`src/rtl/tspg_pkg.sv`:
```
// Shared types, constants and fixed-point helpers for the triangle subdivision
// point generator. No dependencies; every other file of the block imports it.
package tspg_pkg;

   // Counter and number format.
   localparam int INDEX_BITS  = 32;
   localparam int FRAC_BITS   = 20;
   localparam int DIGITS      = (INDEX_BITS + 1) / 2;
   localparam int DIGIT_CNT_W = $clog2(DIGITS);
   localparam int ACC_W       = FRAC_BITS + 4;
   localparam int PROD_W      = 2 * ACC_W;
   localparam int SUM_W       = PROD_W + 2;

   // Port widths.
   localparam int OUT_W      = 24;
   localparam int R2_W       = 20;
   localparam int MODE_W     = 2;
   localparam int START_W    = 32;
   localparam int CSR_IDX_W  = 2;
   localparam int CSR_DATA_W = 32;

   // Depth of the command queue between the front and the back.
   localparam int QUEUE_DEPTH = 2;
   localparam int QPTR_W      = $clog2(QUEUE_DEPTH);
   localparam int QCNT_W      = $clog2(QUEUE_DEPTH + 1);

   // Point modes.
   localparam logic [MODE_W-1:0] MODE_TRIANGLE    = 2'd0;
   localparam logic [MODE_W-1:0] MODE_DISC        = 2'd1;
   localparam logic [MODE_W-1:0] MODE_SQUARE_SYM  = 2'd2;
   localparam logic [MODE_W-1:0] MODE_SQUARE_UNIT = 2'd3;

   // Register indexes.
   localparam logic [CSR_IDX_W-1:0] CSR_POINT_MODE  = 2'd0;
   localparam logic [CSR_IDX_W-1:0] CSR_START_INDEX = 2'd1;

   // Constants held with 32 fraction bits.
   localparam logic [63:0] Q32_C    = 64'h0000_0000_DDB3_D743;
   localparam logic [63:0] Q32_SIZ  = 64'h0000_0000_BB67_AE86;
   localparam logic [63:0] Q32_SINV = 64'h0000_0001_5DB3_D743;

   // Round a 32-fraction-bit constant to FRAC_BITS fraction bits, ties up.
   function automatic logic [63:0] q32_to_fx(input logic [63:0] c);
      return (c + (64'd1 << (31 - FRAC_BITS))) >> (32 - FRAC_BITS);
   endfunction

   localparam logic signed [ACC_W-1:0] C_FX    = signed'(ACC_W'(q32_to_fx(Q32_C)));
   localparam logic signed [ACC_W-1:0] SIZ_FX  = signed'(ACC_W'(q32_to_fx(Q32_SIZ)));
   localparam logic [ACC_W-1:0]        SINV_FX = ACC_W'(q32_to_fx(Q32_SINV));
   localparam logic signed [ACC_W-1:0] ONE_FX  = signed'(ACC_W'(1) << FRAC_BITS);
   localparam logic signed [ACC_W-1:0] HALF_FX = signed'(ACC_W'(1) << (FRAC_BITS - 1));

   // Output saturation bounds.
   localparam logic signed [SUM_W-1:0] OUT_MAX_S = SUM_W'((1 << (OUT_W - 1)) - 1);
   localparam logic signed [SUM_W-1:0] OUT_MIN_S = -OUT_MAX_S - SUM_W'(1);

   // Configuration registers as seen by the back part.
   typedef struct packed {
      logic [MODE_W-1:0]  point_mode;
      logic [START_W-1:0] start_index;
   } cfg_type;

   // One queued command.
   typedef struct packed {
      logic restart;
   } cmd_type;

   // The C direction term scaled by 2^-k, rounded to nearest with ties up.
   function automatic logic signed [ACC_W-1:0] c_term(input logic [DIGIT_CNT_W-1:0] k);
      logic [ACC_W:0] t;
      t = {1'b0, C_FX};
      if (k != '0) begin
         t = (t + ((ACC_W + 1)'(1) << (k - 1'b1))) >> k;
      end
      return signed'(t[ACC_W-1:0]);
   endfunction

   // Saturate a signed value to the output coordinate width.
   function automatic logic [OUT_W-1:0] sat_out(input logic signed [SUM_W-1:0] v);
      logic signed [SUM_W-1:0] s;
      s = v;
      if (v > OUT_MAX_S) begin
         s = OUT_MAX_S;
      end else if (v < OUT_MIN_S) begin
         s = OUT_MIN_S;
      end
      return s[OUT_W-1:0];
   endfunction

endpackage

```
`src/rtl/tspg_front.sv`:
```
// Front part: configuration registers, request acceptance and the command queue.
// Depends on tspg_pkg.
module tspg_front (
   input  logic                          clock,
   input  logic                          reset,
   input  logic                          req_valid,
   output logic                          req_ready,
   input  logic                          req_restart,
   input  logic                          csr_valid,
   output logic                          csr_ready,
   input  logic [tspg_pkg::CSR_IDX_W-1:0]  csr_index,
   input  logic [tspg_pkg::CSR_DATA_W-1:0] csr_wdata,
   output tspg_pkg::cfg_type             cfg,
   output logic                          cmd_valid,
   output tspg_pkg::cmd_type             cmd,
   input  logic                          cmd_pop
);
   import tspg_pkg::*;

   cfg_type             cfg_ff, cfg_in;
   cmd_type             queue_ff [QUEUE_DEPTH];
   logic [QPTR_W-1:0]   wr_ptr_ff, wr_ptr_in;
   logic [QPTR_W-1:0]   rd_ptr_ff, rd_ptr_in;
   logic [QCNT_W-1:0]   count_ff, count_in;
   logic                push;

   // Register writes are always taken at once.
   assign csr_ready = 1'b1;

   always_comb begin
      cfg_in = cfg_ff;
      if (csr_valid) begin
         case (csr_index)
            CSR_POINT_MODE:  cfg_in.point_mode  = csr_wdata[MODE_W-1:0];
            CSR_START_INDEX: cfg_in.start_index = csr_wdata[START_W-1:0];
            default:         cfg_in = cfg_ff;
         endcase
      end
   end

   // Queue bookkeeping.
   assign req_ready = (count_ff != QCNT_W'(QUEUE_DEPTH));
   assign push      = req_valid && req_ready;
   assign cmd_valid = (count_ff != '0);
   assign cmd       = queue_ff[rd_ptr_ff];

   always_comb begin
      wr_ptr_in = wr_ptr_ff;
      rd_ptr_in = rd_ptr_ff;
      count_in  = count_ff;
      if (push) begin
         wr_ptr_in = (wr_ptr_ff == QPTR_W'(QUEUE_DEPTH - 1)) ? '0 : wr_ptr_ff + 1'b1;
      end
      if (cmd_pop) begin
         rd_ptr_in = (rd_ptr_ff == QPTR_W'(QUEUE_DEPTH - 1)) ? '0 : rd_ptr_ff + 1'b1;
      end
      if (push && !cmd_pop) begin
         count_in = count_ff + 1'b1;
      end else if (cmd_pop && !push) begin
         count_in = count_ff - 1'b1;
      end
   end

   always_ff @(posedge clock) begin
      if (reset) begin
         cfg_ff    <= '0;
         wr_ptr_ff <= '0;
         rd_ptr_ff <= '0;
         count_ff  <= '0;
      end else begin
         cfg_ff    <= cfg_in;
         wr_ptr_ff <= wr_ptr_in;
         rd_ptr_ff <= rd_ptr_in;
         count_ff  <= count_in;
      end
   end

   // Queue storage.
   always_ff @(posedge clock) begin
      if (push) begin
         queue_ff[wr_ptr_ff].restart <= req_restart;
      end
   end

   assign cfg = cfg_ff;

endmodule

```
`src/rtl/tspg_back.sv`:
```
// Back part: sample counter, digit-serial triangle walk, acceptance test,
// square scaling and the result register. Depends on tspg_pkg.
module tspg_back (
   input  logic                         clock,
   input  logic                         reset,
   input  tspg_pkg::cfg_type            cfg,
   input  logic                         cmd_valid,
   input  tspg_pkg::cmd_type            cmd,
   output logic                         cmd_pop,
   output logic                         rsp_valid,
   input  logic                         rsp_ready,
   output logic signed [tspg_pkg::OUT_W-1:0] rsp_point_x,
   output logic signed [tspg_pkg::OUT_W-1:0] rsp_point_y,
   output logic [tspg_pkg::R2_W-1:0]    rsp_radius_squared
);
   import tspg_pkg::*;

   localparam int STATE_W = 3;
   localparam logic [STATE_W-1:0] ST_IDLE   = 3'd0;
   localparam logic [STATE_W-1:0] ST_GEN    = 3'd1;
   localparam logic [STATE_W-1:0] ST_CHECK  = 3'd2;
   localparam logic [STATE_W-1:0] ST_MUL_X  = 3'd3;
   localparam logic [STATE_W-1:0] ST_MUL_Y  = 3'd4;
   localparam logic [STATE_W-1:0] ST_FINISH = 3'd5;
   localparam logic [STATE_W-1:0] ST_OUT    = 3'd6;

   localparam logic [1:0] DIR_CENTRE      = 2'd0;
   localparam logic [1:0] DIR_UP          = 2'd1;
   localparam logic [1:0] DIR_LOWER_RIGHT = 2'd2;
   localparam logic [1:0] DIR_LOWER_LEFT  = 2'd3;

   localparam logic [PROD_W:0] DISC_LIMIT = (PROD_W + 1)'(1) << (2 * FRAC_BITS);
   localparam logic [PROD_W:0] R2_MAX     = (PROD_W + 1)'((1 << R2_W) - 1);

   // Round a magnitude product back to the coordinate scale and restore the sign.
   function automatic logic signed [SUM_W-1:0] scale_coord(
      input logic [PROD_W-1:0] prod,
      input logic              neg,
      input logic              unit
   );
      logic [PROD_W:0] p;
      logic signed [SUM_W-1:0] v;
      if (unit) begin
         p = ({1'b0, prod} + ((PROD_W + 1)'(1) << FRAC_BITS)) >> (FRAC_BITS + 1);
      end else begin
         p = ({1'b0, prod} + ((PROD_W + 1)'(1) << (FRAC_BITS - 1))) >> FRAC_BITS;
      end
      v = signed'(SUM_W'(p));
      if (neg) begin
         v = -v;
      end
      if (unit) begin
         v = v + SUM_W'(HALF_FX);
      end
      return v;
   endfunction

   logic [STATE_W-1:0]      state_ff, state_in;
   logic [INDEX_BITS-1:0]   cnt_ff, cnt_in;
   logic [INDEX_BITS-1:0]   shift_ff, shift_in;
   logic [DIGIT_CNT_W-1:0]  k_ff, k_in;
   logic signed [ACC_W-1:0] x_ff, x_in;
   logic signed [ACC_W-1:0] y_ff, y_in;
   logic                    neg_ff, neg_in;
   logic [PROD_W-1:0]       prod_x_ff, prod_x_in;
   logic [PROD_W-1:0]       prod_y_ff, prod_y_in;
   logic [OUT_W-1:0]        res_x_ff, res_x_in;
   logic [OUT_W-1:0]        res_y_ff, res_y_in;
   logic [R2_W-1:0]         res_r2_ff, res_r2_in;
   logic                    rsp_valid_ff, rsp_valid_in;
   logic [OUT_W-1:0]        rsp_x_ff, rsp_x_in;
   logic [OUT_W-1:0]        rsp_y_ff, rsp_y_in;
   logic [R2_W-1:0]         rsp_r2_ff, rsp_r2_in;

   logic signed [ACC_W-1:0] tx, ty;
   logic [ACC_W-1:0]        mag_x, mag_y, mul_a, mul_b;
   logic [PROD_W-1:0]       product;
   logic [PROD_W:0]         sum_sq, r2_full;
   logic                    in_square, out_free, unit_mode;
   logic signed [SUM_W-1:0] scaled_x, scaled_y;
   logic [INDEX_BITS-1:0]   first_n;

   // Direction term for the current digit.
   always_comb begin
      tx = '0;
      ty = '0;
      case (shift_ff[1:0])
         DIR_CENTRE: begin
            tx = '0;
            ty = '0;
         end
         DIR_UP: begin
            ty = ONE_FX >>> k_ff;
         end
         DIR_LOWER_RIGHT: begin
            tx = c_term(k_ff);
            ty = -(HALF_FX >>> k_ff);
         end
         DIR_LOWER_LEFT: begin
            tx = -c_term(k_ff);
            ty = -(HALF_FX >>> k_ff);
         end
         default: begin
            tx = '0;
            ty = '0;
         end
      endcase
   end

   // Shared multiplier: squares in disc mode, scale factor in the square modes.
   assign mag_x   = x_ff[ACC_W-1] ? ACC_W'(-x_ff) : ACC_W'(x_ff);
   assign mag_y   = y_ff[ACC_W-1] ? ACC_W'(-y_ff) : ACC_W'(y_ff);
   assign mul_a   = (state_ff == ST_MUL_X) ? mag_x : mag_y;
   assign mul_b   = (cfg.point_mode == MODE_DISC) ? mul_a : SINV_FX;
   assign product = PROD_W'(mul_a) * PROD_W'(mul_b);

   // Acceptance tests and final scaling.
   assign sum_sq    = {1'b0, prod_x_ff} + {1'b0, prod_y_ff};
   assign r2_full   = sum_sq >> FRAC_BITS;
   assign in_square = (x_ff >= -SIZ_FX) && (x_ff <= SIZ_FX) &&
                      (y_ff >= -SIZ_FX) && (y_ff <= SIZ_FX);
   assign unit_mode = (cfg.point_mode == MODE_SQUARE_UNIT);
   assign scaled_x  = scale_coord(prod_x_ff, x_ff[ACC_W-1], unit_mode);
   assign scaled_y  = scale_coord(prod_y_ff, y_ff[ACC_W-1], unit_mode);

   assign out_free = !rsp_valid_ff || rsp_ready;
   assign first_n  = cmd.restart ? cfg.start_index[INDEX_BITS-1:0] : cnt_ff;
   assign cmd_pop  = (state_ff == ST_IDLE) && cmd_valid;

   always_comb begin
      state_in     = state_ff;
      cnt_in       = cnt_ff;
      shift_in     = shift_ff;
      k_in         = k_ff;
      x_in         = x_ff;
      y_in         = y_ff;
      neg_in       = neg_ff;
      prod_x_in    = prod_x_ff;
      prod_y_in    = prod_y_ff;
      res_x_in     = res_x_ff;
      res_y_in     = res_y_ff;
      res_r2_in    = res_r2_ff;
      rsp_valid_in = rsp_valid_ff && !rsp_ready;
      rsp_x_in     = rsp_x_ff;
      rsp_y_in     = rsp_y_ff;
      rsp_r2_in    = rsp_r2_ff;

      case (state_ff)
         // Take a command and start the first candidate.
         ST_IDLE: begin
            if (cmd_valid) begin
               shift_in = first_n;
               cnt_in   = first_n + 1'b1;
               x_in     = '0;
               y_in     = '0;
               neg_in   = 1'b0;
               k_in     = '0;
               state_in = ST_GEN;
            end
         end
         // One base-4 digit per cycle, lowest first.
         ST_GEN: begin
            x_in     = neg_ff ? x_ff - tx : x_ff + tx;
            y_in     = neg_ff ? y_ff - ty : y_ff + ty;
            neg_in   = (shift_ff[1:0] == DIR_CENTRE) ? !neg_ff : neg_ff;
            shift_in = shift_ff >> 2;
            k_in     = k_ff + 1'b1;
            if (k_ff == DIGIT_CNT_W'(DIGITS - 1)) begin
               state_in = ST_CHECK;
            end
         end
         // Triangle mode is done; the square modes test the bounds here.
         ST_CHECK: begin
            res_r2_in = '0;
            if (cfg.point_mode == MODE_TRIANGLE) begin
               res_x_in = sat_out(SUM_W'(x_ff));
               res_y_in = sat_out(SUM_W'(y_ff));
               state_in = ST_OUT;
            end else if (cfg.point_mode == MODE_DISC || in_square) begin
               state_in = ST_MUL_X;
            end else begin
               shift_in = cnt_ff;
               cnt_in   = cnt_ff + 1'b1;
               x_in     = '0;
               y_in     = '0;
               neg_in   = 1'b0;
               k_in     = '0;
               state_in = ST_GEN;
            end
         end
         ST_MUL_X: begin
            prod_x_in = product;
            state_in  = ST_MUL_Y;
         end
         ST_MUL_Y: begin
            prod_y_in = product;
            state_in  = ST_FINISH;
         end
         // Disc test or square scaling.
         ST_FINISH: begin
            if (cfg.point_mode == MODE_DISC) begin
               if (sum_sq < DISC_LIMIT) begin
                  res_x_in  = sat_out(SUM_W'(x_ff));
                  res_y_in  = sat_out(SUM_W'(y_ff));
                  res_r2_in = (r2_full > R2_MAX) ? R2_MAX[R2_W-1:0] : r2_full[R2_W-1:0];
                  state_in  = ST_OUT;
               end else begin
                  shift_in = cnt_ff;
                  cnt_in   = cnt_ff + 1'b1;
                  x_in     = '0;
                  y_in     = '0;
                  neg_in   = 1'b0;
                  k_in     = '0;
                  state_in = ST_GEN;
               end
            end else begin
               res_x_in  = sat_out(scaled_x);
               res_y_in  = sat_out(scaled_y);
               res_r2_in = '0;
               state_in  = ST_OUT;
            end
         end
         // Hand the result to the output register once it is free.
         ST_OUT: begin
            if (out_free) begin
               rsp_valid_in = 1'b1;
               rsp_x_in     = res_x_ff;
               rsp_y_in     = res_y_ff;
               rsp_r2_in    = res_r2_ff;
               state_in     = ST_IDLE;
            end
         end
         default: begin
            state_in = ST_IDLE;
         end
      endcase
   end

   always_ff @(posedge clock) begin
      if (reset) begin
         state_ff     <= ST_IDLE;
         cnt_ff       <= '0;
         rsp_valid_ff <= 1'b0;
      end else begin
         state_ff     <= state_in;
         cnt_ff       <= cnt_in;
         rsp_valid_ff <= rsp_valid_in;
      end
   end

   // Datapath registers.
   always_ff @(posedge clock) begin
      shift_ff  <= shift_in;
      k_ff      <= k_in;
      x_ff      <= x_in;
      y_ff      <= y_in;
      neg_ff    <= neg_in;
      prod_x_ff <= prod_x_in;
      prod_y_ff <= prod_y_in;
      res_x_ff  <= res_x_in;
      res_y_ff  <= res_y_in;
      res_r2_ff <= res_r2_in;
      rsp_x_ff  <= rsp_x_in;
      rsp_y_ff  <= rsp_y_in;
      rsp_r2_ff <= rsp_r2_in;
   end

   assign rsp_valid          = rsp_valid_ff;
   assign rsp_point_x        = signed'(rsp_x_ff);
   assign rsp_point_y        = signed'(rsp_y_ff);
   assign rsp_radius_squared = rsp_r2_ff;

endmodule

```
`src/rtl/triangle_subdivision_point_generator_core.sv`:
```
// Top level of the triangle subdivision point generator.
// Depends on tspg_pkg, tspg_front and tspg_back.
//
// Usage:
// Each request transaction on req_ carries one restart bit and yields exactly
// one response transaction on rsp_ with a point (x, y, signed, 20 fraction
// bits) and, in disc mode, its squared radius. With restart set, the sample
// counter is first reloaded from start_index. Registers are written on the
// csr_ channel (index 0 point_mode, index 1 start_index; other indexes are
// ignored), and the user must write them only while no transaction is in
// flight; the block itself does not enforce this. Requests go into a
// two-entry queue; the back part takes one at a time. A candidate point is
// walked one base-4 digit of the counter at a time (16 digits) by the
// digit-serial walk; each rejected candidate starts a new walk from the next
// counter value. Reset clears the registers, the counter and the queue; the
// block is ready in the cycle after reset is released. When the receiver
// stalls, the result waits in the output register, the next result waits in
// the back part's result register, and further requests fill the queue.
module triangle_subdivision_point_generator_core (
   input  logic                              clock,
   input  logic                              reset,
   input  logic                              req_valid,
   output logic                              req_ready,
   input  logic                              req_restart,
   output logic                              rsp_valid,
   input  logic                              rsp_ready,
   output logic signed [tspg_pkg::OUT_W-1:0] rsp_point_x,
   output logic signed [tspg_pkg::OUT_W-1:0] rsp_point_y,
   output logic [tspg_pkg::R2_W-1:0]         rsp_radius_squared,
   input  logic                              csr_valid,
   output logic                              csr_ready,
   input  logic [tspg_pkg::CSR_IDX_W-1:0]    csr_index,
   input  logic [tspg_pkg::CSR_DATA_W-1:0]   csr_wdata
);
   import tspg_pkg::*;

   cfg_type cfg;
   cmd_type cmd;
   logic    cmd_valid;
   logic    cmd_pop;

   // Front: registers and request queue.
   tspg_front u_front (
      .clock       (clock),
      .reset       (reset),
      .req_valid   (req_valid),
      .req_ready   (req_ready),
      .req_restart (req_restart),
      .csr_valid   (csr_valid),
      .csr_ready   (csr_ready),
      .csr_index   (csr_index),
      .csr_wdata   (csr_wdata),
      .cfg         (cfg),
      .cmd_valid   (cmd_valid),
      .cmd         (cmd),
      .cmd_pop     (cmd_pop)
   );

   // Back: point generation and result register.
   tspg_back u_back (
      .clock              (clock),
      .reset              (reset),
      .cfg                (cfg),
      .cmd_valid          (cmd_valid),
      .cmd                (cmd),
      .cmd_pop            (cmd_pop),
      .rsp_valid          (rsp_valid),
      .rsp_ready          (rsp_ready),
      .rsp_point_x        (rsp_point_x),
      .rsp_point_y        (rsp_point_y),
      .rsp_radius_squared (rsp_radius_squared)
   );

   // The squared radius is only reported in disc mode.
   assert property (@(posedge clock) disable iff (reset)
      (rsp_valid && (cfg.point_mode != MODE_DISC)) |-> (rsp_radius_squared == '0))
      else $error("radius reported outside disc mode");

   // The queue only fills up as a result of an accepted request.
   assert property (@(posedge clock) disable iff (reset)
      $fell(req_ready) |-> $past(req_valid))
      else $error("request queue filled without a transaction");

   // The back part never takes a command from an empty queue.
   assert property (@(posedge clock) disable iff (reset)
      cmd_pop |-> cmd_valid)
      else $error("command taken from an empty queue");

endmodule
```
`config.mk`:
```
export PLATFORM = sky130hd
export DESIGN_NAME = triangle_subdivision_point_generator_core
export DESIGN_NICKNAME = d
export VERILOG_FILES = /design/src/rtl/tspg_pkg.sv /design/src/rtl/tspg_front.sv /design/src/rtl/tspg_back.sv /design/src/rtl/triangle_subdivision_point_generator_core.sv
export SDC_FILE = /design/constraint.sdc
export NUM_CORES = 2
export LEC_CHECK = 0
export ABC_CLOCK_PERIOD_IN_PS = 10250
export BUFFER_PORTS_ARGS = -buffer_cell sky130_fd_sc_hd__clkbuf_2
export CAP_MARGIN = 40
export CORE_ASPECT_RATIO = 1.5
export CORE_MARGIN = 4
export CORE_UTILIZATION = 35
export CTS_BUF_LIST = sky130_fd_sc_hd__clkbuf_4 sky130_fd_sc_hd__clkbuf_8
export DETAILED_ROUTE_END_ITERATION = 7
export PLACE_DENSITY = 0.53
export SLEW_MARGIN = 20
export SYNTH_ARGS = -nofsm -noshare
export SYNTH_HDL_FRONTEND = slang
export SYNTH_SLANG_ARGS = --single-unit
```
`constraint.sdc`:
```
create_clock -name clock -period 10.25 [get_ports clock]
set_input_delay 1.5375 -clock clock [delete_from_list [all_inputs] [get_ports clock]]
set_output_delay 1.5375 -clock clock [all_outputs]
set_load 0.03 [all_outputs]
```
**Word level (Yosys, flattened, before mapping)**

Memory sizes are Yosys's and may differ from the RTL's. A register that Yosys moved wholly into a read port is not among the register bits.
Cells that the tools add are included.

- Add/subtract/negate cells: 26
- $mul: 1
- Magnitude comparators: 14
- Eq/ne operators: 24
- Shifts and indexed selects: 4
- Multiplexer cells: 87
- Reduce and logical (&&, ||, !) cells: 35

Operator list:

| cell | number |
|---|---|
| $mux W24 | 27 |
| $mux W32 | 11 |
| $mux W50 | 4 |
| $pmux W24 S4 | 2 |
| $pmux W24 S2 | 3 |
| $pmux W32 S4 | 1 |
| $add A50 B21 Y50 const B | 2 |
| $gt A50 B24 Y1 const B | 2 |
| $lt A50 B24 Y1 const B | 2 |
| $neg A29 Y50 | 2 |
| $add A48 B20 Y49 const B | 2 |
| $add A48 B21 Y49 const B | 2 |
| $neg A24 Y24 | 4 |
| $pmux W32 S3 | 1 |
| $pmux W24 S3 | 1 |
| $add A32 B1 Y32 const B | 2 |
| $mux W20 | 3 |
| $mux W29 | 2 |
| $add A48 B48 Y49 | 1 |
| $lt A49 B41 Y1 const B | 1 |
| $add A24 B24 Y24 | 2 |
| $ge A24 B21 Y1 const B | 2 |
| $gt A24 B24 Y1 const B | 2 |
| $le A24 B21 Y1 const B | 2 |
| 44 further kinds | 108 |

- Register bits after elaboration: 391
- Memory bits (writable): 2
- Input bits: 40
- Output and inout bits: 71
- Memories kept: 1

Memories:

| name | words | bits a word | read ports | clocked after Yosys merged registers in | wr ports | RTL line | RTL |
|---|---|---|---|---|---|---|---|
| u_front.queue_ff | 2 | 1 | 1 | 1 | 1 | tspg_front.sv:21 | `cmd_type queue_ff [QUEUE_DEPTH];` |

**Depth between registers and ports, before layout**

- Depth in word-level cells: 11
- Mapped depth: 39
- Mapped depth without buffers: 38

**Cells and area by module**

From an unflattened synthesis, not the netlist that was laid out.

- Cell total of the unflattened synthesis: 5506
- Area, all modules: 47763.3 um^2

By module, submodules not included:

| module | times used | cells an instance | area an instance (um^2) |
|---|---|---|---|
| tspg_back | 1 | 5329 | 46256.9 |
| tspg_front | 1 | 177 | 1506.4 |

**Worst setup path after synthesis**

OpenSTA, ideal clock, no wires.

- Path kind: register to register
- Start: register u_back.state_ff[1]
- End: register u_back.prod_x_ff[44], data pin
- Data arrival time: 9.641 ns
- Data required time: 9.987 ns
- Path slack: 0.346 ns
- Cell stages (with the launch flop): 36
- Period minus slack after synthesis: 9.904 ns
- Cells stage by stage: dfxtp_1 > inv_1 > nor2_1 > nand2_1 > inv_2 > buf_1 > nand2_1 > clkinv_1 > nor2_1 > clkbuf_1 > nor2_1 > fa_1 > fa_1 > fa_1 > inv_1 > fa_1 > inv_1 > fa_1 > inv_1 > fa_1 > inv_1 > fa_1 > ha_1 > a21o_1 > a21o_1 > a21oi_1 > o21ai_0 > a22oi_1 > o31ai_1 > o41a_1 > a221oi_1 > o311a_1 > nand3b_1 > nor2_1 > a31oi_1 > xnor2_1

- Word-level cells in the longest chain between the ends: 4

Ends and longest elaborated chain:

| what | RTL line | RTL |
|---|---|---|
| start: declaration | tspg_back.sv:58 | `logic [STATE_W-1:0] state_ff, state_in;` |
| start signal: assignment | tspg_back.sv:245 | `state_ff <= state_in;` |
| $eq A3 B2 Y1 * | tspg_back.sv:113 | `assign mul_a = (state_ff == ST_MUL_X) ? mag_x : mag_y;` |
| $mux W24 * | tspg_back.sv:113 |  |
| $mux W24 | tspg_back.sv:114 | `assign mul_b = (cfg.point_mode == MODE_DISC) ? mul_a : SINV_FX;` |
| $mul A24 B24 Y48 * | tspg_back.sv:115 | `assign product = PROD_W'(mul_a) * PROD_W'(mul_b);` |
| net u_back.product[44] | tspg_back.sv:77 | `logic [PROD_W-1:0] product;` |
| end signal: assignment | tspg_back.sv:258 | `prod_x_ff <= prod_x_in;` |
| end: declaration | tspg_back.sv:65 | `logic [PROD_W-1:0] prod_x_ff, prod_x_in;` |

Mark *: on every way through the listed nets, which the timed path passes. The rest lies on a longest branch.
A chain may end at the register's enable or synchronous reset.

**Worst setup path in the final report**

- Start: register u_back.x_ff[4]
- End: register u_back.prod_x_ff[44], data pin

- Word-level cells in the longest chain between the ends: 5

Ends and longest elaborated chain:

| what | RTL line | RTL |
|---|---|---|
| start: declaration | tspg_back.sv:62 | `logic signed [ACC_W-1:0] x_ff, x_in;` |
| start signal: assignment | tspg_back.sv:255 | `x_ff <= x_in;` |
| $neg A24 Y24 | tspg_back.sv:111 | `assign mag_x = x_ff[ACC_W-1] ? ACC_W'(-x_ff) : ACC_W'(x_ff);` |
| $mux W24 * | tspg_back.sv:111 |  |
| $mux W24 * | tspg_back.sv:113 |  |
| $mux W24 | tspg_back.sv:114 |  |
| $mul A24 B24 Y48 * | tspg_back.sv:115 |  |
| net u_back.product[44] | tspg_back.sv:77 |  |

Marks and branches as above.

==> impl_summary.md <==
CTS
The number of clock buffers added by TritonCTS is 73. The TritonCTS clock tree is built. Counting every sink on the clock net gives approximately 390. The number of levels in the clock H-tree is 3. The clock tree root buffer cell is sky130_fd_sc_hd__clkbuf_8. The largest buffer count on any clock path is 3. The clock network latency to the later pin of the worst-skew pair is 720 ps. The hold-fix buffer count after cts is 0. The clock transition time at the flip-flop clock pins of the worst setup and hold paths is about 60 ps.

Die
The site row count is 164. The placeable core area is 134000 um2. In this run the count of I/O pins placed on the die edge is 111. From bottom edge to top edge, the die measures 458 um.

The width of the die is 308 um. The area of the die is 141000 um2. The initial utilization of the core area, before any placement, comes to 35.3%.

Detailed routing
Wires add up to 168000 um. The DRC violation count after routing is 0. In the routed layout, each cell is associated on average with a via count of between 5 and 6. The number of vias in the routed layout is 41.3k. The first routing iteration left a little under 3k violations.

The first detailed-routing pass took 6 iterations. After detailed routing, the average wire length per cell comes to 22.6 um. The post-route antenna net violation count is 0.

Logic synthesis
Multiplexer cells account for 1.35% of the synthesized area. After Yosys synthesis, and, or, nand and nor cells account for 18.3% of the synthesized area. The fraction of the yosys area taken by sequential cells is 23.3%. The commonest register cell after synthesis is sky130_fd_sc_hd__edfxtp_1.

Summing the areas of all xor and xnor instances in the mapped netlist gives approximately 6% of the synthesized area. For this run, asynchronously set or reset flops after synthesis account for 0%. The synthesized design contains 316 enable-type register cells.

The share of synthesized cell area in full adder, half adder and majority cells is 28.1%. The number of distinct library cells after synthesis is 96. The average instance in the mapped netlist occupies 8.68 um2. The synthesized instance count is 5436. The mapped netlist covers around 47000 um2. Yosys printed 0 warnings. In this run, synthesis produced a sequential element count of 391.

The largest family of logic cells by synthesized area is adder cells. The compound-gate portion of the synthesized area is 15.3%.

Timing
The post-route fraction of the period consumed by the critical path is 95.9%. Setup repair after global routing left no endpoint under its margin. The pin slew with the least headroom to its limit is between 900 and 1000 ps. The hold violation count in the final report was 0.

Setup violations remaining at the end of the flow were counted as 0. The setup TNS after final layout is 0 ps. The worst path needs ~9800 ps of the cycle, external delays included. The maximum clock frequency is 102 MHz.

The number of max-slew violations in the final report came to 0. Measured against its own limit, the worst slew margin works out to approximately two fifths. The clock arrives with 72.4 ps of skew.

Worst setup path
The worst setup path is of the flop to flop kind. In this run the worst path has a maximum fanout of 12. The critical path data arrival time is 10220 ps. The sort of element at the end of the critical path is a flop. The slack of the worst reg-to-reg path is ~420 ps.

The worst setup path is launched from a flop. The total buffers and inverters traversed by the critical path is 5. The kind of cell adding the most delay to the critical path is adder cells. The largest incremental delay on the critical path is a little under 600 ps. Data on the critical path is required at its endpoint by 10640 ps. The most prevalent standard cell on the critical path is sky130_fd_sc_hd__fa_1. On the critical path, the stage with the largest delay is an instance of sky130_fd_sc_hd__fa_1.

Outcome
The flow ran to the end, and the final reports show no timing, DRC or antenna violations.

Final layout
From synthesis to final layout, the design area changed by 11.3%. The filler cells instantiated in the layout total 13.5k. The number of nets in the layout is ~6.4k. The final standard cell utilization of the core is about two fifths. The library cells used most frequently in the layout, excluding fill and tap cells, are 783 x sky130_fd_sc_hd__nand2_1, 630 x sky130_fd_sc_hd__inv_1, 481 x sky130_fd_sc_hd__fa_1. The library cell used most frequently in the layout, excluding fill and tap cells, is sky130_fd_sc_hd__nand2_1. The share of layout cells above drive strength 1 is a little over 10%.

Global route
The total overflow reported by the global router is 0. The number of antenna violations at the first check in global routing came to 3. The number of global-route vias before repair is 41.6k.

The global-route wire length before repair is 254000 um. The maximum number of pins on one net before global-route repair is 105. Global routing consumed, over all layers together, 23.5% of the routing resources.

Place
The placer's final routability congestion estimate is 0.990. Port buffering added 109 buffers. The half-perimeter wire length after placement is 132000 um.

Flow run
The tool flagged a number of max-cap violations equal to 0.

Min path
The worst hold path belongs to the class flop to flop.
==> per-stage QoR <==
step,instances,area [um2],setup slack (ps),hold WS (ps)
finish,7399,52500,420,381
global placement,7252,50700,469,403
floorplan,5450,47200,346,400
CTS,7389,52400,311,379
global route,7398,52500,21.7,390
detailed placement,7259,50800,364,405
==> layer usage <==
metal	routed length, um	part of all wire, %	vias up	global-route usage [%]
li1	-	-	19000	-
met1	64000	38	20500	27.4
met2	83200	50	1383	40.9
met3	7920	4.7	499	2.79
met4	12400	7.4	0	14.7
met5	0	0	-	0
==> final timing paths <==
kind | from | endpoint | depth (start not counted)
max | u_back.x_ff[4] | u_back.prod_x_ff[44] | 34
min reg2reg | u_back.res_x_ff[5] | u_back.rsp_point_x[5] | 0
min | u_back.res_x_ff[5] | u_back.rsp_point_x[5] | 0
max reg2reg | u_back.x_ff[4] | u_back.prod_x_ff[44] | 34
==> area by class of cell <==
class,count,area (um2),share of cell area [%]
inverter,651,2450,4.66
tap,1743,2180,4.15
clock inverter,30,290,0.553
antenna,5,12.5,0.0238
timing repair buffer,361,2580,4.92
multi-input combinational,4118,32700,62.4
sequential,391,11000,20.9
clock buffer,100,1250,2.38
==> synth_stat cells, types with 21 or more instances <==
master | instances | share of area (%)
sky130_fd_sc_hd__o21a_1 | 30 | 0.48
sky130_fd_sc_hd__dfxtp_1 | 75 | 3.2
sky130_fd_sc_hd__nor2b_1 | 21 | 0.28
sky130_fd_sc_hd__edfxtp_1 | 316 | 20
sky130_fd_sc_hd__or3_1 | 43 | 0.57
sky130_fd_sc_hd__and2_1 | 29 | 0.38
sky130_fd_sc_hd__a21oi_1 | 277 | 2.9
sky130_fd_sc_hd__buf_2 | 27 | 0.29
sky130_fd_sc_hd__fa_1 | 481 | 20
sky130_fd_sc_hd__a31oi_1 | 60 | 0.80
sky130_fd_sc_hd__clkbuf_1 | 216 | 1.7
sky130_fd_sc_hd__o21ai_0 | 177 | 1.9
sky130_fd_sc_hd__o211ai_1 | 55 | 0.88
sky130_fd_sc_hd__nor4_1 | 34 | 0.45
sky130_fd_sc_hd__nand2b_1 | 40 | 0.53
sky130_fd_sc_hd__a32oi_1 | 29 | 0.54
sky130_fd_sc_hd__buf_1 | 28 | 0.22
sky130_fd_sc_hd__nand2_1 | 791 | 6.3
sky130_fd_sc_hd__a21o_1 | 60 | 0.95
sky130_fd_sc_hd__nand3_1 | 105 | 1.1
sky130_fd_sc_hd__nor3b_1 | 32 | 0.51
sky130_fd_sc_hd__and3_1 | 56 | 0.74
sky130_fd_sc_hd__inv_1 | 630 | 5.0
sky130_fd_sc_hd__nor3_1 | 110 | 1.2
sky130_fd_sc_hd__ha_1 | 290 | 7.7
sky130_fd_sc_hd__o31ai_1 | 48 | 0.76
sky130_fd_sc_hd__or2_2 | 22 | 0.29
sky130_fd_sc_hd__nand4_1 | 85 | 1.1
sky130_fd_sc_hd__mux2i_1 | 59 | 1.3
sky130_fd_sc_hd__xor2_1 | 139 | 2.6
sky130_fd_sc_hd__xnor2_1 | 181 | 3.4
sky130_fd_sc_hd__nor2_1 | 450 | 3.6
sky130_fd_sc_hd__a211oi_1 | 35 | 0.56
==> logic make-up after synthesis <==
logic type / Yosys count
fa+ha+maj: 771
flops: 391
simple gates: 1884
mux: 63
compound gates: 1063
xor+xnor: 321
buf+inv: 941
other cells: 2
==> worst reg2reg max path: cells and delay by family (launching register included) <==
| kind | cells | cell delay [ps] |
|---|---|---|
| fa+ha+maj | 8 | 3920 |
| simple gates | 8 | 2140 |
| compound gates | 10 | 2000 |
| buf+inv | 5 | 640 |
| flops | 1 | 390 |
| mux | 1 | 230 |
| xor+xnor | 2 | 200 |
==> flip-flops by register name, indices dropped and copies added, names as in the netlist, 32 cells and up, named ones only <==
signal and flops:
u_back.cnt_ff 32, u_back.prod_x_ff 48, u_back.prod_y_ff 48, u_back.shift_ff 32, u_front.cfg 34
==> what timing repair did <==
item | 4_1_cts | 5_1_grt
gates resized for setup | 0 | 13
setup buffers | 0 | 3
endpoints found under the setup margin | 0 | 20
Power is not shown: default switching activity piles up to over one toggle a cycle in this logic, so the estimate is an artifact.
